==> src/design/pts_pkg.sv <==
// Package for the priority task scheduler: widths, command codes, task state codes.
// No dependencies.
package pts_pkg;
  localparam int TASKS_DEF = 8;
  localparam int ALARMS_DEF = 4;
  localparam int MAILBOXES_DEF = 4;
  localparam int PRIORITY_BITS_DEF = 4;
  localparam int COUNT_BITS_DEF = 16;
  localparam int IDX_BITS = 3;
  localparam int MBX_IDX_BITS = 2;
  localparam int FUNC_BITS = 3;
  localparam int WORD_BITS = 32;
  localparam int CFG_IDX_BITS = 3;
  localparam int CFG_DATA_BITS = 64;

  localparam logic [2:0] FN_START = 3'd0;
  localparam logic [2:0] FN_TICK = 3'd1;
  localparam logic [2:0] FN_ACTIVATE = 3'd2;
  localparam logic [2:0] FN_CHAIN = 3'd3;
  localparam logic [2:0] FN_TERMINATE = 3'd4;
  localparam logic [2:0] FN_WAIT = 3'd5;
  localparam logic [2:0] FN_MB_WRITE = 3'd6;
  localparam logic [2:0] FN_MB_READ = 3'd7;

  localparam logic [1:0] ST_IDLE = 2'd0;
  localparam logic [1:0] ST_READY = 2'd1;
  localparam logic [1:0] ST_RUN = 2'd2;
  localparam logic [1:0] ST_WAIT = 2'd3;

  localparam logic [1:0] STS_OK = 2'd0;
  localparam logic [1:0] STS_OWNER = 2'd1;
  localparam logic [1:0] STS_FULL_EMPTY = 2'd2;

  localparam logic [2:0] REG_PRIO = 3'd0;
  localparam logic [2:0] REG_AUTOSTART = 3'd1;
  localparam logic [2:0] REG_RELOADS = 3'd2;
  localparam logic [2:0] REG_ALARM_TASKS = 3'd3;
  localparam logic [2:0] REG_RECURRENT = 3'd4;
  localparam logic [2:0] REG_ENABLE = 3'd5;
  localparam logic [2:0] REG_PRODUCERS = 3'd6;
  localparam logic [2:0] REG_CONSUMERS = 3'd7;
endpackage

==> src/design/pts_if.sv <==
// Valid/ready channel interfaces for commands and results.
// Depends on pts_pkg.
interface pts_cmd_if;
  logic valid;
  logic ready;
  logic [pts_pkg::FUNC_BITS-1:0] func;
  logic [pts_pkg::IDX_BITS-1:0] task_index;
  logic [pts_pkg::MBX_IDX_BITS-1:0] mailbox_index;
  logic [pts_pkg::WORD_BITS-1:0] write_data;
  modport source (output valid, func, task_index, mailbox_index, write_data, input ready);
  modport sink (input valid, func, task_index, mailbox_index, write_data, output ready);
endinterface

interface pts_res_if;
  logic valid;
  logic ready;
  logic task_valid;
  logic [pts_pkg::IDX_BITS-1:0] running_task;
  logic resume_interrupted;
  logic [1:0] status;
  logic [pts_pkg::WORD_BITS-1:0] read_data;
  modport source (output valid, task_valid, running_task, resume_interrupted, status,
    read_data, input ready);
  modport sink (input valid, task_valid, running_task, resume_interrupted, status,
    read_data, output ready);
endinterface

==> src/design/pts_select.sv <==
// Selection unit: one task per cycle is woken from its mailboxes and compared
// against the best ready task so far. Depends on pts_pkg.
module pts_select #(
  parameter int TASKS = pts_pkg::TASKS_DEF,
  parameter int MAILBOXES = pts_pkg::MAILBOXES_DEF,
  parameter int PRIORITY_BITS = pts_pkg::PRIORITY_BITS_DEF
) (
  input  logic clk,
  input  logic rst,
  input  logic start,
  input  logic [$clog2(TASKS)-1:0] idx,
  input  logic [1:0] state_in,
  input  logic [TASKS*PRIORITY_BITS-1:0] prios,
  input  logic [MAILBOXES*pts_pkg::IDX_BITS-1:0] producers,
  input  logic [MAILBOXES*pts_pkg::IDX_BITS-1:0] consumers,
  input  logic [MAILBOXES-1:0] mb_full,
  output logic [1:0] state_out,
  output logic found,
  output logic [$clog2(TASKS)-1:0] best
);
  localparam int TW = $clog2(TASKS);
  logic [PRIORITY_BITS-1:0] bestp;
  logic [PRIORITY_BITS-1:0] pr;
  logic [1:0] st;

  always_comb begin
    st = state_in;
    if (state_in == pts_pkg::ST_WAIT) begin
      for (int m = 0; m < MAILBOXES; m++) begin
        if (producers[m*pts_pkg::IDX_BITS +: pts_pkg::IDX_BITS] ==
            pts_pkg::IDX_BITS'(idx)) begin
          if (!mb_full[m]) st = pts_pkg::ST_READY;
        end else if (consumers[m*pts_pkg::IDX_BITS +: pts_pkg::IDX_BITS] ==
            pts_pkg::IDX_BITS'(idx)) begin
          if (mb_full[m]) st = pts_pkg::ST_READY;
        end
      end
    end
    pr = prios[idx*PRIORITY_BITS +: PRIORITY_BITS];
  end

  assign state_out = st;

  always_ff @(posedge clk) begin
    if (rst || start) begin
      found <= 1'b0;
      best <= '0;
      bestp <= '0;
    end else if (st == pts_pkg::ST_READY && (!found || pr >= bestp)) begin
      found <= 1'b1;
      best <= TW'(idx);
      bestp <= pr;
    end
  end
endmodule

==> src/design/priority_task_scheduler_with_alarms_core.sv <==
// Top level of the priority task scheduler: configuration registers, task and
// alarm state, sequencer, result register. Depends on pts_pkg, pts_if, pts_select.
//
// Commands arrive on cmd (valid/ready); each produces one result on res.
// A command is taken only while the block is idle. Mailbox commands go from
// idle straight to the output step, which registers the result. Other commands
// update state, sweep the alarms one per cycle (ticks only), then sweep the
// tasks one per cycle through the shared selection unit, then commit.
// The result sits in an output register until its transfer; the next command
// is taken only after that transfer, so a stalled receiver holds the block.
// User writes configuration via cfg_we/cfg_index/cfg_data only while idle (not enforced).
// Reset (synchronous, active high) makes all tasks idle, clears running,
// interrupted flags, alarms, mailboxes and registers; no clearing pass.
module priority_task_scheduler_with_alarms_core #(
  parameter int TASKS = pts_pkg::TASKS_DEF,
  parameter int ALARMS = pts_pkg::ALARMS_DEF,
  parameter int MAILBOXES = pts_pkg::MAILBOXES_DEF,
  parameter int PRIORITY_BITS = pts_pkg::PRIORITY_BITS_DEF,
  parameter int COUNT_BITS = pts_pkg::COUNT_BITS_DEF
) (
  input  logic clk,
  input  logic rst,
  input  logic cfg_we,
  input  logic [pts_pkg::CFG_IDX_BITS-1:0] cfg_index,
  input  logic [pts_pkg::CFG_DATA_BITS-1:0] cfg_data,
  pts_cmd_if.sink cmd,
  pts_res_if.source res
);
  localparam int TW = $clog2(TASKS);
  localparam int AW = (ALARMS > 1) ? $clog2(ALARMS) : 1;
  localparam int MW = (MAILBOXES > 1) ? $clog2(MAILBOXES) : 1;
  localparam int IB = pts_pkg::IDX_BITS;
  localparam logic [2:0] S_IDLE = 3'd0;
  localparam logic [2:0] S_ALARM = 3'd1;
  localparam logic [2:0] S_SCAN = 3'd2;
  localparam logic [2:0] S_COMMIT = 3'd3;
  localparam logic [2:0] S_OUT = 3'd4;

  logic [TASKS*PRIORITY_BITS-1:0] prios;
  logic [TASKS-1:0] autostart;
  logic [ALARMS*COUNT_BITS-1:0] reloads;
  logic [ALARMS*IB-1:0] alarm_tasks;
  logic [ALARMS-1:0] recurrent;
  logic [ALARMS-1:0] enable;
  logic [MAILBOXES*IB-1:0] producers;
  logic [MAILBOXES*IB-1:0] consumers;

  logic [1:0] task_state [TASKS];
  logic [TASKS-1:0] interrupted;
  logic run_valid;
  logic [TW-1:0] running_id;
  logic [COUNT_BITS-1:0] alarm_count [ALARMS];
  logic [ALARMS-1:0] armed;
  logic [MAILBOXES-1:0] mb_full;
  logic [pts_pkg::WORD_BITS-1:0] mb_word [MAILBOXES];

  logic [2:0] state;
  logic [TW-1:0] tcnt;
  logic [AW-1:0] acnt;
  logic [2:0] func;
  logic [pts_pkg::MBX_IDX_BITS-1:0] midx;
  logic [pts_pkg::WORD_BITS-1:0] wdata;

  logic [1:0] sel_state;
  logic sel_found;
  logic [TW-1:0] sel_best;
  logic [COUNT_BITS-1:0] dec;
  logic [IB-1:0] atask;
  logic take;
  logic mb_ok_idx;
  logic [MW-1:0] mi;

  assign take = cmd.valid && cmd.ready;
  assign cmd.ready = (state == S_IDLE) && !res.valid;
  assign mb_ok_idx = 32'(midx) < MAILBOXES;
  assign mi = MW'(midx);
  assign dec = alarm_count[acnt] - COUNT_BITS'(1);
  assign atask = alarm_tasks[acnt*IB +: IB];

  pts_select #(.TASKS(TASKS), .MAILBOXES(MAILBOXES), .PRIORITY_BITS(PRIORITY_BITS)) u_sel (
    .clk(clk), .rst(rst), .start(state == S_IDLE), .idx(tcnt),
    .state_in(task_state[tcnt]), .prios(prios), .producers(producers),
    .consumers(consumers), .mb_full(mb_full), .state_out(sel_state),
    .found(sel_found), .best(sel_best)
  );

  always_ff @(posedge clk) begin
    if (rst) begin
      prios <= '0;
      autostart <= '0;
      reloads <= '0;
      alarm_tasks <= '0;
      recurrent <= '0;
      enable <= '0;
      producers <= '0;
      consumers <= '0;
    end else if (cfg_we) begin
      unique case (cfg_index)
        pts_pkg::REG_PRIO: prios <= (TASKS*PRIORITY_BITS)'(cfg_data);
        pts_pkg::REG_AUTOSTART: autostart <= TASKS'(cfg_data);
        pts_pkg::REG_RELOADS: reloads <= (ALARMS*COUNT_BITS)'(cfg_data);
        pts_pkg::REG_ALARM_TASKS: alarm_tasks <= (ALARMS*IB)'(cfg_data);
        pts_pkg::REG_RECURRENT: recurrent <= ALARMS'(cfg_data);
        pts_pkg::REG_ENABLE: enable <= ALARMS'(cfg_data);
        pts_pkg::REG_PRODUCERS: producers <= (MAILBOXES*IB)'(cfg_data);
        pts_pkg::REG_CONSUMERS: consumers <= (MAILBOXES*IB)'(cfg_data);
        default: ;
      endcase
    end
  end

  always_ff @(posedge clk) begin
    if (rst) begin
      state <= S_IDLE;
      for (int k = 0; k < TASKS; k++) task_state[k] <= pts_pkg::ST_IDLE;
      for (int k = 0; k < ALARMS; k++) alarm_count[k] <= '0;
      for (int k = 0; k < MAILBOXES; k++) mb_word[k] <= '0;
      interrupted <= '0;
      run_valid <= 1'b0;
      running_id <= '0;
      armed <= '0;
      mb_full <= '0;
      tcnt <= '0;
      acnt <= '0;
      res.valid <= 1'b0;
      res.task_valid <= 1'b0;
      res.running_task <= '0;
      res.resume_interrupted <= 1'b0;
      res.status <= pts_pkg::STS_OK;
      res.read_data <= '0;
      func <= '0;
      midx <= '0;
      wdata <= '0;
    end else begin
      if (res.valid && res.ready) res.valid <= 1'b0;
      unique case (state)
        S_IDLE: begin
          tcnt <= '0;
          acnt <= '0;
          if (take) begin
            func <= cmd.func;
            midx <= cmd.mailbox_index;
            wdata <= cmd.write_data;
            if (cmd.func == pts_pkg::FN_MB_WRITE || cmd.func == pts_pkg::FN_MB_READ) begin
              state <= S_OUT;
            end else begin
              state <= (cmd.func == pts_pkg::FN_TICK) ? S_ALARM : S_SCAN;
              unique case (cmd.func)
                pts_pkg::FN_START: begin
                  if (run_valid) task_state[running_id] <= pts_pkg::ST_READY;
                  for (int k = 0; k < TASKS; k++)
                    if (autostart[k]) task_state[k] <= pts_pkg::ST_READY;
                  for (int k = 0; k < ALARMS; k++)
                    alarm_count[k] <= reloads[k*COUNT_BITS +: COUNT_BITS];
                  armed <= enable;
                end
                pts_pkg::FN_TICK: begin
                  if (run_valid) begin
                    interrupted[running_id] <= 1'b1;
                    task_state[running_id] <= pts_pkg::ST_READY;
                  end
                end
                pts_pkg::FN_ACTIVATE: begin
                  if (run_valid) task_state[running_id] <= pts_pkg::ST_READY;
                  if (32'(cmd.task_index) < TASKS) begin
                    if (task_state[TW'(cmd.task_index)] == pts_pkg::ST_IDLE ||
                        (run_valid && running_id == TW'(cmd.task_index)))
                      task_state[TW'(cmd.task_index)] <= pts_pkg::ST_READY;
                  end
                end
                pts_pkg::FN_CHAIN: begin
                  if (run_valid) task_state[running_id] <= pts_pkg::ST_IDLE;
                  if (32'(cmd.task_index) < TASKS)
                    task_state[TW'(cmd.task_index)] <= pts_pkg::ST_READY;
                end
                pts_pkg::FN_TERMINATE: begin
                  if (run_valid) task_state[running_id] <= pts_pkg::ST_IDLE;
                end
                default: begin
                  if (run_valid) task_state[running_id] <= pts_pkg::ST_WAIT;
                end
              endcase
            end
          end
        end
        S_ALARM: begin
          if (armed[acnt]) begin
            if (dec == '0) begin
              if (32'(atask) < TASKS) task_state[TW'(atask)] <= pts_pkg::ST_READY;
              if (recurrent[acnt]) alarm_count[acnt] <= reloads[acnt*COUNT_BITS +: COUNT_BITS];
              else begin
                alarm_count[acnt] <= dec;
                armed[acnt] <= 1'b0;
              end
            end else begin
              alarm_count[acnt] <= dec;
            end
          end
          acnt <= acnt + AW'(1);
          if (32'(acnt) == ALARMS - 1) state <= S_SCAN;
        end
        S_SCAN: begin
          task_state[tcnt] <= sel_state;
          tcnt <= tcnt + TW'(1);
          if (32'(tcnt) == TASKS - 1) state <= S_COMMIT;
        end
        S_COMMIT: begin
          run_valid <= sel_found;
          running_id <= sel_found ? sel_best : '0;
          res.valid <= 1'b1;
          res.task_valid <= sel_found;
          res.running_task <= sel_found ? IB'(sel_best) : '0;
          res.resume_interrupted <= sel_found && interrupted[sel_best];
          res.status <= pts_pkg::STS_OK;
          res.read_data <= '0;
          if (sel_found) begin
            task_state[sel_best] <= pts_pkg::ST_RUN;
            interrupted[sel_best] <= 1'b0;
          end
          state <= S_IDLE;
        end
        S_OUT: begin
          res.valid <= 1'b1;
          res.task_valid <= run_valid;
          res.running_task <= IB'(running_id);
          res.resume_interrupted <= 1'b0;
          if (!run_valid || !mb_ok_idx) begin
            res.status <= pts_pkg::STS_OWNER;
            res.read_data <= '0;
          end else if (func == pts_pkg::FN_MB_WRITE) begin
            res.read_data <= '0;
            if (producers[mi*IB +: IB] != IB'(running_id)) res.status <= pts_pkg::STS_OWNER;
            else if (mb_full[mi]) res.status <= pts_pkg::STS_FULL_EMPTY;
            else begin
              res.status <= pts_pkg::STS_OK;
              mb_word[mi] <= wdata;
              mb_full[mi] <= 1'b1;
            end
          end else begin
            if (consumers[mi*IB +: IB] != IB'(running_id)) begin
              res.status <= pts_pkg::STS_OWNER;
              res.read_data <= '0;
            end else if (!mb_full[mi]) begin
              res.status <= pts_pkg::STS_FULL_EMPTY;
              res.read_data <= '0;
            end else begin
              res.status <= pts_pkg::STS_OK;
              res.read_data <= mb_word[mi];
              mb_full[mi] <= 1'b0;
            end
          end
          state <= S_IDLE;
        end
        default: state <= S_IDLE;
      endcase
    end
  end

  a_ready_idle: assert property (@(posedge clk) disable iff (rst)
    cmd.ready |-> !res.valid) else $error("ready while a result is pending");
  a_commit_result: assert property (@(posedge clk) disable iff (rst)
    state == S_COMMIT |=> res.valid) else $error("commit without result");
  a_result_zero_task: assert property (@(posedge clk) disable iff (rst)
    res.valid && !res.task_valid |-> res.running_task == '0)
    else $error("running task not zero with no task");
  a_run_state: assert property (@(posedge clk) disable iff (rst)
    state == S_IDLE && run_valid |-> task_state[running_id] == pts_pkg::ST_RUN)
    else $error("running task not in run state");
endmodule
==> src/flat_wrapper.sv <==
// flat-port wrapper written by rule: the top's interface ports become plain ports
module priority_task_scheduler_with_alarms_core_flat 
#(
  parameter int TASKS = pts_pkg::TASKS_DEF,
  parameter int ALARMS = pts_pkg::ALARMS_DEF,
  parameter int MAILBOXES = pts_pkg::MAILBOXES_DEF,
  parameter int PRIORITY_BITS = pts_pkg::PRIORITY_BITS_DEF,
  parameter int COUNT_BITS = pts_pkg::COUNT_BITS_DEF
)
  (clk, rst, cfg_we, cfg_index, cfg_data, cmd_valid, cmd_func, cmd_task_index, cmd_mailbox_index, cmd_write_data, cmd_ready, res_valid, res_task_valid, res_running_task, res_resume_interrupted, res_status, res_read_data, res_ready);
  pts_cmd_if cmd_i ();
  pts_res_if res_i ();
  input  logic clk;
  input  logic rst;
  input  logic cfg_we;
  input  logic [pts_pkg::CFG_IDX_BITS-1:0] cfg_index;
  input  logic [pts_pkg::CFG_DATA_BITS-1:0] cfg_data;
  input wire logic [$bits(cmd_i.valid)-1:0] cmd_valid;
  input wire logic [$bits(cmd_i.func)-1:0] cmd_func;
  input wire logic [$bits(cmd_i.task_index)-1:0] cmd_task_index;
  input wire logic [$bits(cmd_i.mailbox_index)-1:0] cmd_mailbox_index;
  input wire logic [$bits(cmd_i.write_data)-1:0] cmd_write_data;
  output wire logic [$bits(cmd_i.ready)-1:0] cmd_ready;
  output wire logic [$bits(res_i.valid)-1:0] res_valid;
  output wire logic [$bits(res_i.task_valid)-1:0] res_task_valid;
  output wire logic [$bits(res_i.running_task)-1:0] res_running_task;
  output wire logic [$bits(res_i.resume_interrupted)-1:0] res_resume_interrupted;
  output wire logic [$bits(res_i.status)-1:0] res_status;
  output wire logic [$bits(res_i.read_data)-1:0] res_read_data;
  input wire logic [$bits(res_i.ready)-1:0] res_ready;
  assign cmd_i.valid = cmd_valid;
  assign cmd_i.func = cmd_func;
  assign cmd_i.task_index = cmd_task_index;
  assign cmd_i.mailbox_index = cmd_mailbox_index;
  assign cmd_i.write_data = cmd_write_data;
  assign cmd_ready = cmd_i.ready;
  assign res_valid = res_i.valid;
  assign res_task_valid = res_i.task_valid;
  assign res_running_task = res_i.running_task;
  assign res_resume_interrupted = res_i.resume_interrupted;
  assign res_status = res_i.status;
  assign res_read_data = res_i.read_data;
  assign res_i.ready = res_ready;
  priority_task_scheduler_with_alarms_core #(.TASKS(TASKS), .ALARMS(ALARMS), .MAILBOXES(MAILBOXES), .PRIORITY_BITS(PRIORITY_BITS), .COUNT_BITS(COUNT_BITS)) u_core (.clk(clk), .rst(rst), .cfg_we(cfg_we), .cfg_index(cfg_index), .cfg_data(cfg_data), .cmd(cmd_i), .res(res_i));
endmodule
==> config.mk <==
export PLATFORM = sky130hd
export DESIGN_NAME = priority_task_scheduler_with_alarms_core_flat
export DESIGN_NICKNAME = d
export VERILOG_FILES = /design/src/design/pts_pkg.sv /design/src/design/pts_if.sv /design/src/design/pts_select.sv /design/src/design/priority_task_scheduler_with_alarms_core.sv /design/src/flat_wrapper.sv
export SDC_FILE = /design/constraint.sdc
export NUM_CORES = 1
export LEC_CHECK = 0
export BUFFER_PORTS_ARGS = -buffer_cell sky130_fd_sc_hd__buf_4
export CAP_MARGIN = 10
export CELL_PAD_IN_SITES_DETAIL_PLACEMENT = 1
export CELL_PAD_IN_SITES_GLOBAL_PLACEMENT = 1
export CORE_ASPECT_RATIO = 1.25
export CORE_MARGIN = 2
export CORE_UTILIZATION = 32
export DETAILED_ROUTE_END_ITERATION = 10
export GPL_TIMING_DRIVEN = 0
export PLACE_DENSITY = 0.65
export SKIP_LAST_GASP = 1
export SLEW_MARGIN = 20
export SYNTH_ARGS = -nofsm -noshare
export SYNTH_HDL_FRONTEND = slang
export SYNTH_SLANG_ARGS = --single-unit
==> constraint.sdc <==
create_clock -name clk -period 12.6 [get_ports clk]
set_clock_uncertainty 0.2 [all_clocks]
set_input_delay 1.26 -clock clk [delete_from_list [all_inputs] [get_ports clk]]
set_output_delay 1.26 -clock clk [all_outputs]
set_load 0.05 [all_outputs]
# ---- After elaboration in Yosys (flattened, before gate mapping)
# Memory sizes are Yosys's and may differ from the RTL's. A register that Yosys moved wholly into a read port is not among the register bits.
# Index checks and enable logic that the tools add are counted.
dict set report classes {
  n_addsub 3
  mul 2
  div_mod_pow 0
  magnitude_cmp 9
  n_eq_ne 56
  n_shift 5
  mux 271
  n_bitwise 55
  n_reduce_logical 48
}
# op count
set ops {}
lappend ops {{$mux W1} 166}
lappend ops {{$mux W32} 5}
lappend ops {{$mux W16} 7}
lappend ops {{$mux W2} 48}
lappend ops {{$pmux W32 S2} 1}
lappend ops {{$shiftx A64 B7 Y16} 1}
lappend ops {{$eq A3 B3 Y1 const B} 18}
lappend ops {{$mux W4} 11}
lappend ops {{$mux W8} 5}
lappend ops {{$shiftx A12 B5 Y3} 3}
lappend ops {{$mux W3} 11}
lappend ops {{$reduce_or A32 Y1} 1}
lappend ops {{$shiftx A32 B6 Y4} 1}
lappend ops {{$eq A3 B3 Y1} 10}
lappend ops {{$or A1 B1 Y1} 20}
lappend ops {{$and A1 B1 Y1} 18}
lappend ops {{$eq A3 B2 Y1 const B} 6}
lappend ops {{$ne A2 B1 Y1 const B} 9}
lappend ops {{$reduce_and A2 Y1} 9}
lappend ops {{$logic_not A16 Y1} 1}
lappend ops {{$pmux W8 S2} 1}
lappend ops {{$reduce_or A16 Y1} 1}
lappend ops {{$sub A16 B1 Y16 const B} 1}
lappend ops {{$pmux W3 S2} 2}
lappend ops {{other kinds (39)} 93}
dict set report totals {
  regBits 261
  latch_bits 0
  ramBits 208
  romBits 0
  in_bits 112
  output_inout_bits 41
  mem_count 3
}
# memory words word_bits read_ports rd_clocked_by_memory_dff wr line
set mem_list {}
lappend mem_list {u_core.mb_word 4 32 1 1 4 priority_task_scheduler_with_alarms_core.sv:55} ;# logic [pts_pkg::WORD_BITS-1:0] mb_word [MAILBOXES];
lappend mem_list {u_core.alarm_count 4 16 1 1 4 priority_task_scheduler_with_alarms_core.sv:52} ;# logic [COUNT_BITS-1:0] alarm_count [ALARMS];
lappend mem_list {u_core.task_state 8 2 2 1 9 priority_task_scheduler_with_alarms_core.sv:48} ;# logic [1:0] task_state [TASKS];

# ---- Longest topological paths before layout
dict set report depth {
  word_depth 23
  ltp_mapped 16
}

# ---- By module
# A second synthesis with hierarchy kept.
dict set report unflattened {
  hier_cells 2168
  area_unflattened_um2 21792.2
}
# mod n_inst cells_per_inst area_each_um2 seq_area_each_um2
set by_module_without_submodules {}
lappend by_module_without_submodules {priority_task_scheduler_with_alarms_core 1 2053 20697.4 11290.8}
lappend by_module_without_submodules {pts_select 1 115 1094.8 160.2}

# ---- Worst setup path before layout
# Ideal clock, no wire load.
dict set report synth_path {
  kind {reg2reg}
  from {register u_core.res.valid}
  to {memory u_core.task_state[3][1]}
  arrival_time_ns 4.123
  setup_slack_ns 8.141
  path_stages_with_launch 10
  n_path_buf 0
  path_cell_list {dfxtp_1 -> nor4_1 -> nand4b_1 -> a311o_1 -> a31oi_1 -> nor2_1 -> o21ai_0 -> o21bai_1 -> or4b_4 -> mux2i_1}
}
# element line
set synth_rtl {}
lappend synth_rtl {{from (decl)} pts_if.sv:22} ;# modport source (output valid, task_valid, running_task, resume_interrupted, status,
lappend synth_rtl {{from (signal assigned)} priority_task_scheduler_with_alarms_core.sv:125} ;# res.valid <= 1'b0;
lappend synth_rtl {{from (signal assigned)} priority_task_scheduler_with_alarms_core.sv:135} ;# if (res.valid && res.ready) res.valid <= 1'b0;
lappend synth_rtl {{from (signal assigned)} priority_task_scheduler_with_alarms_core.sv:210} ;# res.valid <= 1'b1;
lappend synth_rtl {{to (decl)} priority_task_scheduler_with_alarms_core.sv:48}

==> run_results.csv <==
group,metric,value,unit
status,status,"complete, no violations",
sta,fmax,177,MHz
global_routing,grt-ovfl-total,0,
cts,cts_buffer_depth,3,
cts,post_cts_buffers,0,
sta,maxSlewHeadroom,0.245,
drt,vias,17200,
setup_path,path_class,"reg -> reg",
floorplan,die_area,70300,sq um
synthesis,ys_async_sr_fraction,0,
sta,finalCritPeriodShare,0.449,
setup_path,r2r-end,"u_core.alarm_count[2][8]",
cts,cts_resized,0,
floorplan,die_w,237,um
finish,final_layout_size_suffix_gt1_frac,0.149,
power,ir_drop,0.0964,mV
drt,wirelength,73.7,mm
synthesis,ys.flop_type,"dfxtp_1",
synthesis,syn-num-nets,2280,
power,powerDensity,158,nW/um^2
floorplan,initial_core_util,0.322,
finish,postLayoutCellArea,25800,sq um
setup_path,path_max_fanout,10,
power,power.leakage,9.17,nW
cts,cts_buffers,51,
setup_path,required,12.74,ns
place,place_inst,3172,
place,io_buffers,143,
drt,ant_nets,0,
global_routing,grt_max_degree,33,
drt,drt_iter0_drc,985,
floorplan,ios,153,
cts,cts_root_buf,"clkbuf_16",
worst_hold_path,min_from,"u_core.prios[11]",
sta,rsz0062_at_grt,"no",
setup_path,ff2ff_setup_slack,6.94,ns
drt,route.detailed.vias_per_inst,5.27,
global_routing,grt_antenna_before_repair,0,
setup_path,r2r_cells,16,
finish,diodes,0,
drt,drc,0,
setup_path,arrival,5.80,ns
cts,h-tree-depth,2,
synthesis,yosys.cell_types.count,78,
drt,wl_per_cell,22.6,um
finish,layout.cells.non_filler,3268,
synthesis,synth_warnings,0,
finish,layout.nets,2477,
synthesis,ys_ff_latch,476,
flow_run,max_cap_viol_count,0,
place,dp_slack,6.95,ns
place,dp.final_hpwl,54.1,mm
sta,tightest_slew,1.13,ns
sta,post-route-min-period,5.66,ns
sta,slew_viol_final,0,
place,placed_area,24000,sq um
worst_hold_path,holdPathStages,2,
floorplan,rows,107,
floorplan,core,67700,sq um
setup_path,crit_path_end_kind,"register",
drt,first_pass_iters,5,
synthesis,netlist_area,21800,sq um
synthesis,syn_avg_cell_area,10.1,sq um
global_routing,grt_pass1_wl,111,mm
finish,nFillCells,7690,
global_routing,track_usage,0.208,
sta,setup_viol,0,
floorplan,die_h,296,um
worst_hold_path,hp-class,"reg -> reg",
finish,area_delta_synth_final,18.2,%
power,p_total,0.00409,W
cts,clk_latency,0.62,ns
cts,cts-hold-fix-buffers,0,
setup_path,critPathLaunchType,"register",
global_routing,grt_pass1_vias,18300,
place,gp_congestion,0.860,
synthesis,syn-instance-count,2156,
synthesis,synth-edff-count,192,
worst_hold_path,hold_end,"u_core.prios[11]",
cts,cts.clk_slew.worst_paths,0.06,ns
cts,cts_tree,"yes",
sta,finalHoldViolations,0,
synthesis,yosysSeqAreaShare,0.525,
sta,tns,0,ns
cts,cts_sinks,476,
sta,setup_ws,6.94,ns
-- Yosys cell counts, types with 4 or more instances --
cell / instances / share of area
or4bb_1: 8 / 0.0041
mux4_2: 82 / 0.085
a211oi_1: 4 / 0.0014
buf_2: 4 / 0.00092
buf_1: 17 / 0.0029
or2_2: 9 / 0.0026
mux4_1: 10 / 0.012
o31ai_1: 4 / 0.0014
o21ai_0: 122 / 0.028
o22ai_1: 4 / 0.0011
nor2_1: 81 / 0.014
dfxtp_1: 284 / 0.26
a21oi_1: 223 / 0.051
and2_1: 101 / 0.029
nand2_1: 509 / 0.088
and3_1: 38 / 0.011
nand3b_1: 10 / 0.0034
edfxtp_1: 192 / 0.26
xnor2_1: 26 / 0.010
mux2i_1: 50 / 0.023
nand3_1: 19 / 0.0044
nor3_1: 21 / 0.0048
ha_1: 12 / 0.0069
nand2b_1: 10 / 0.0029
nor4_1: 7 / 0.0020
nor3b_1: 7 / 0.0024
xor2_1: 13 / 0.0052
clkbuf_1: 126 / 0.022
or3_1: 6 / 0.0017
mux2_2: 7 / 0.0036
nand4_1: 4 / 0.0011
and3b_1: 7 / 0.0028
inv_1: 52 / 0.0090
a22oi_1: 5 / 0.0017
nor2b_1: 13 / 0.0037
-- state kept, by name, indices dropped and copies added (netlist names), 4 cells and up, named ones only --
signal,count
u_core.mb_word,128
u_core.producers,12
u_core.res.read_data,32
u_core.consumers,12
u_core.u_sel.bestp,4
u_core.armed,4
u_core.alarm_tasks,12
u_core.alarm_count,64
u_core.task_state,16
u_core.prios,32
u_core.interrupted,8
u_core.autostart,8
u_core.wdata,32
u_core.reloads,64
u_core.enable,4
u_core.recurrent,4
-- cell usage in the layout (no fill, tap or decap), types with 5 or more instances in the layout --
cell,Yosys,layout
nand3b_1,10,10
and2_1,101,101
o21ai_0,122,122
ha_1,12,12
edfxtp_1,192,192
a21oi_1,223,223
nor2_1,81,81
and3_1,38,38
buf_4,2,145
a22oi_1,5,5
or3_1,6,6
buf_1,17,17
nand3_1,19,19
inv_1,52,52
xor2_1,13,13
clkbuf_8,0,13
mux2_2,7,7
and3b_1,7,7
nand2_1,509,509
nand2b_1,10,10
nor3b_1,7,7
xnor2_1,26,26
nor4_1,7,7
dfxtp_1,284,284
mux4_2,82,82
nor3_1,21,21
clkinv_2,0,8
or2_2,9,9
or4bb_1,8,8
mux2i_1,50,50
nor2b_1,13,13
clkbuf_1,126,138
clkbuf_16,0,54
mux4_1,10,10
-- how the worst max path moves through the flow --
stage | from | end | slack, ns
2_1_floorplan | u_core.res.valid | u_core.task_state[3][1] | 8.14
3_3_place_gp | register | u_core.alarm_count[2][8] | 7.06
3_5_place_dp | register | u_core.alarm_count[1][9] | 6.95
4_1_cts | register | u_core.alarm_count[2][8] | 6.93
5_1_grt | register | u_core.alarm_count[2][13] | 6.62
6_report | register | u_core.alarm_count[2][8] | 6.94
-- cell families (layout without fill, tap and decap cells) --
group                    count (synthesis)  in the layout  synth area share
AO/OA/AOI/OAI                          400            400             0.101
XOR/XNOR                                40             40            0.0164
adder cells (fa/ha/maj)                 12             12           0.00689
buffers and inverters                  204            444            0.0371
flip-flops                             476            476             0.525
multiplexers                           149            149             0.123
AND/OR/NAND/NOR                        875            875             0.190
-- critical path, stage by stage, from the launching register on --
cell and delay (ns):
dfxtp_1 0.31, clkbuf_1 0.42, buf_1 0.63, mux4_2 0.46, inv_1 0.12, ha_1 0.15, inv_1 0.08, or4_1 0.53
clkbuf_1 0.25, nor4_1 0.37, xnor2_1 0.17, nand3_2 0.18, nor2_1 0.08, a21oi_2 0.55, buf_4 0.36, mux2i_1 0.34
o21ai_0 0.16
-- power breakdown --
group / leakage, nW / switching (W) / internal [W]
clock: 0.878 / 0.000657 / 0.000927
combinational: 4.01 / 0.000487 / 0.000268
sequential: 4.28 / 0.0000635 / 0.00168
total: 9.17 / 0.00121 / 0.00288
-- cell type report --
type                            count  area [sq um]  area share
Clock buffer                       79          1580      0.0611
Sequential cell                   476         11500       0.444
Multi-Input combinational cell   1476          9540       0.370
Inverter                           52           195     0.00757
Timing Repair Buffer              144          1100      0.0427
Clock inverter                     17           209     0.00810
Buffer                            152           614      0.0238
Tap cell                          872          1090      0.0423
-- through the flow --
step | hold WS, ns | utilization
CTS | 0.255 | 0.381
floorplan | 0.233 | -
global route | 0.275 | 0.381
global placement | 0.236 | 0.354
finish | 0.251 | 0.381
detailed placement | 0.247 | 0.354
-- layer usage --
metal | share of wire | track usage | vias up
li1 | - | - | 7962
met1 | 0.41 | 0.245 | 8683
met2 | 0.52 | 0.387 | 456
met3 | 0.043 | 0.0267 | 115
met4 | 0.033 | 0.0736 | 0
met5 | 0 | 0 | -
(Power assumes the default switching activity.)
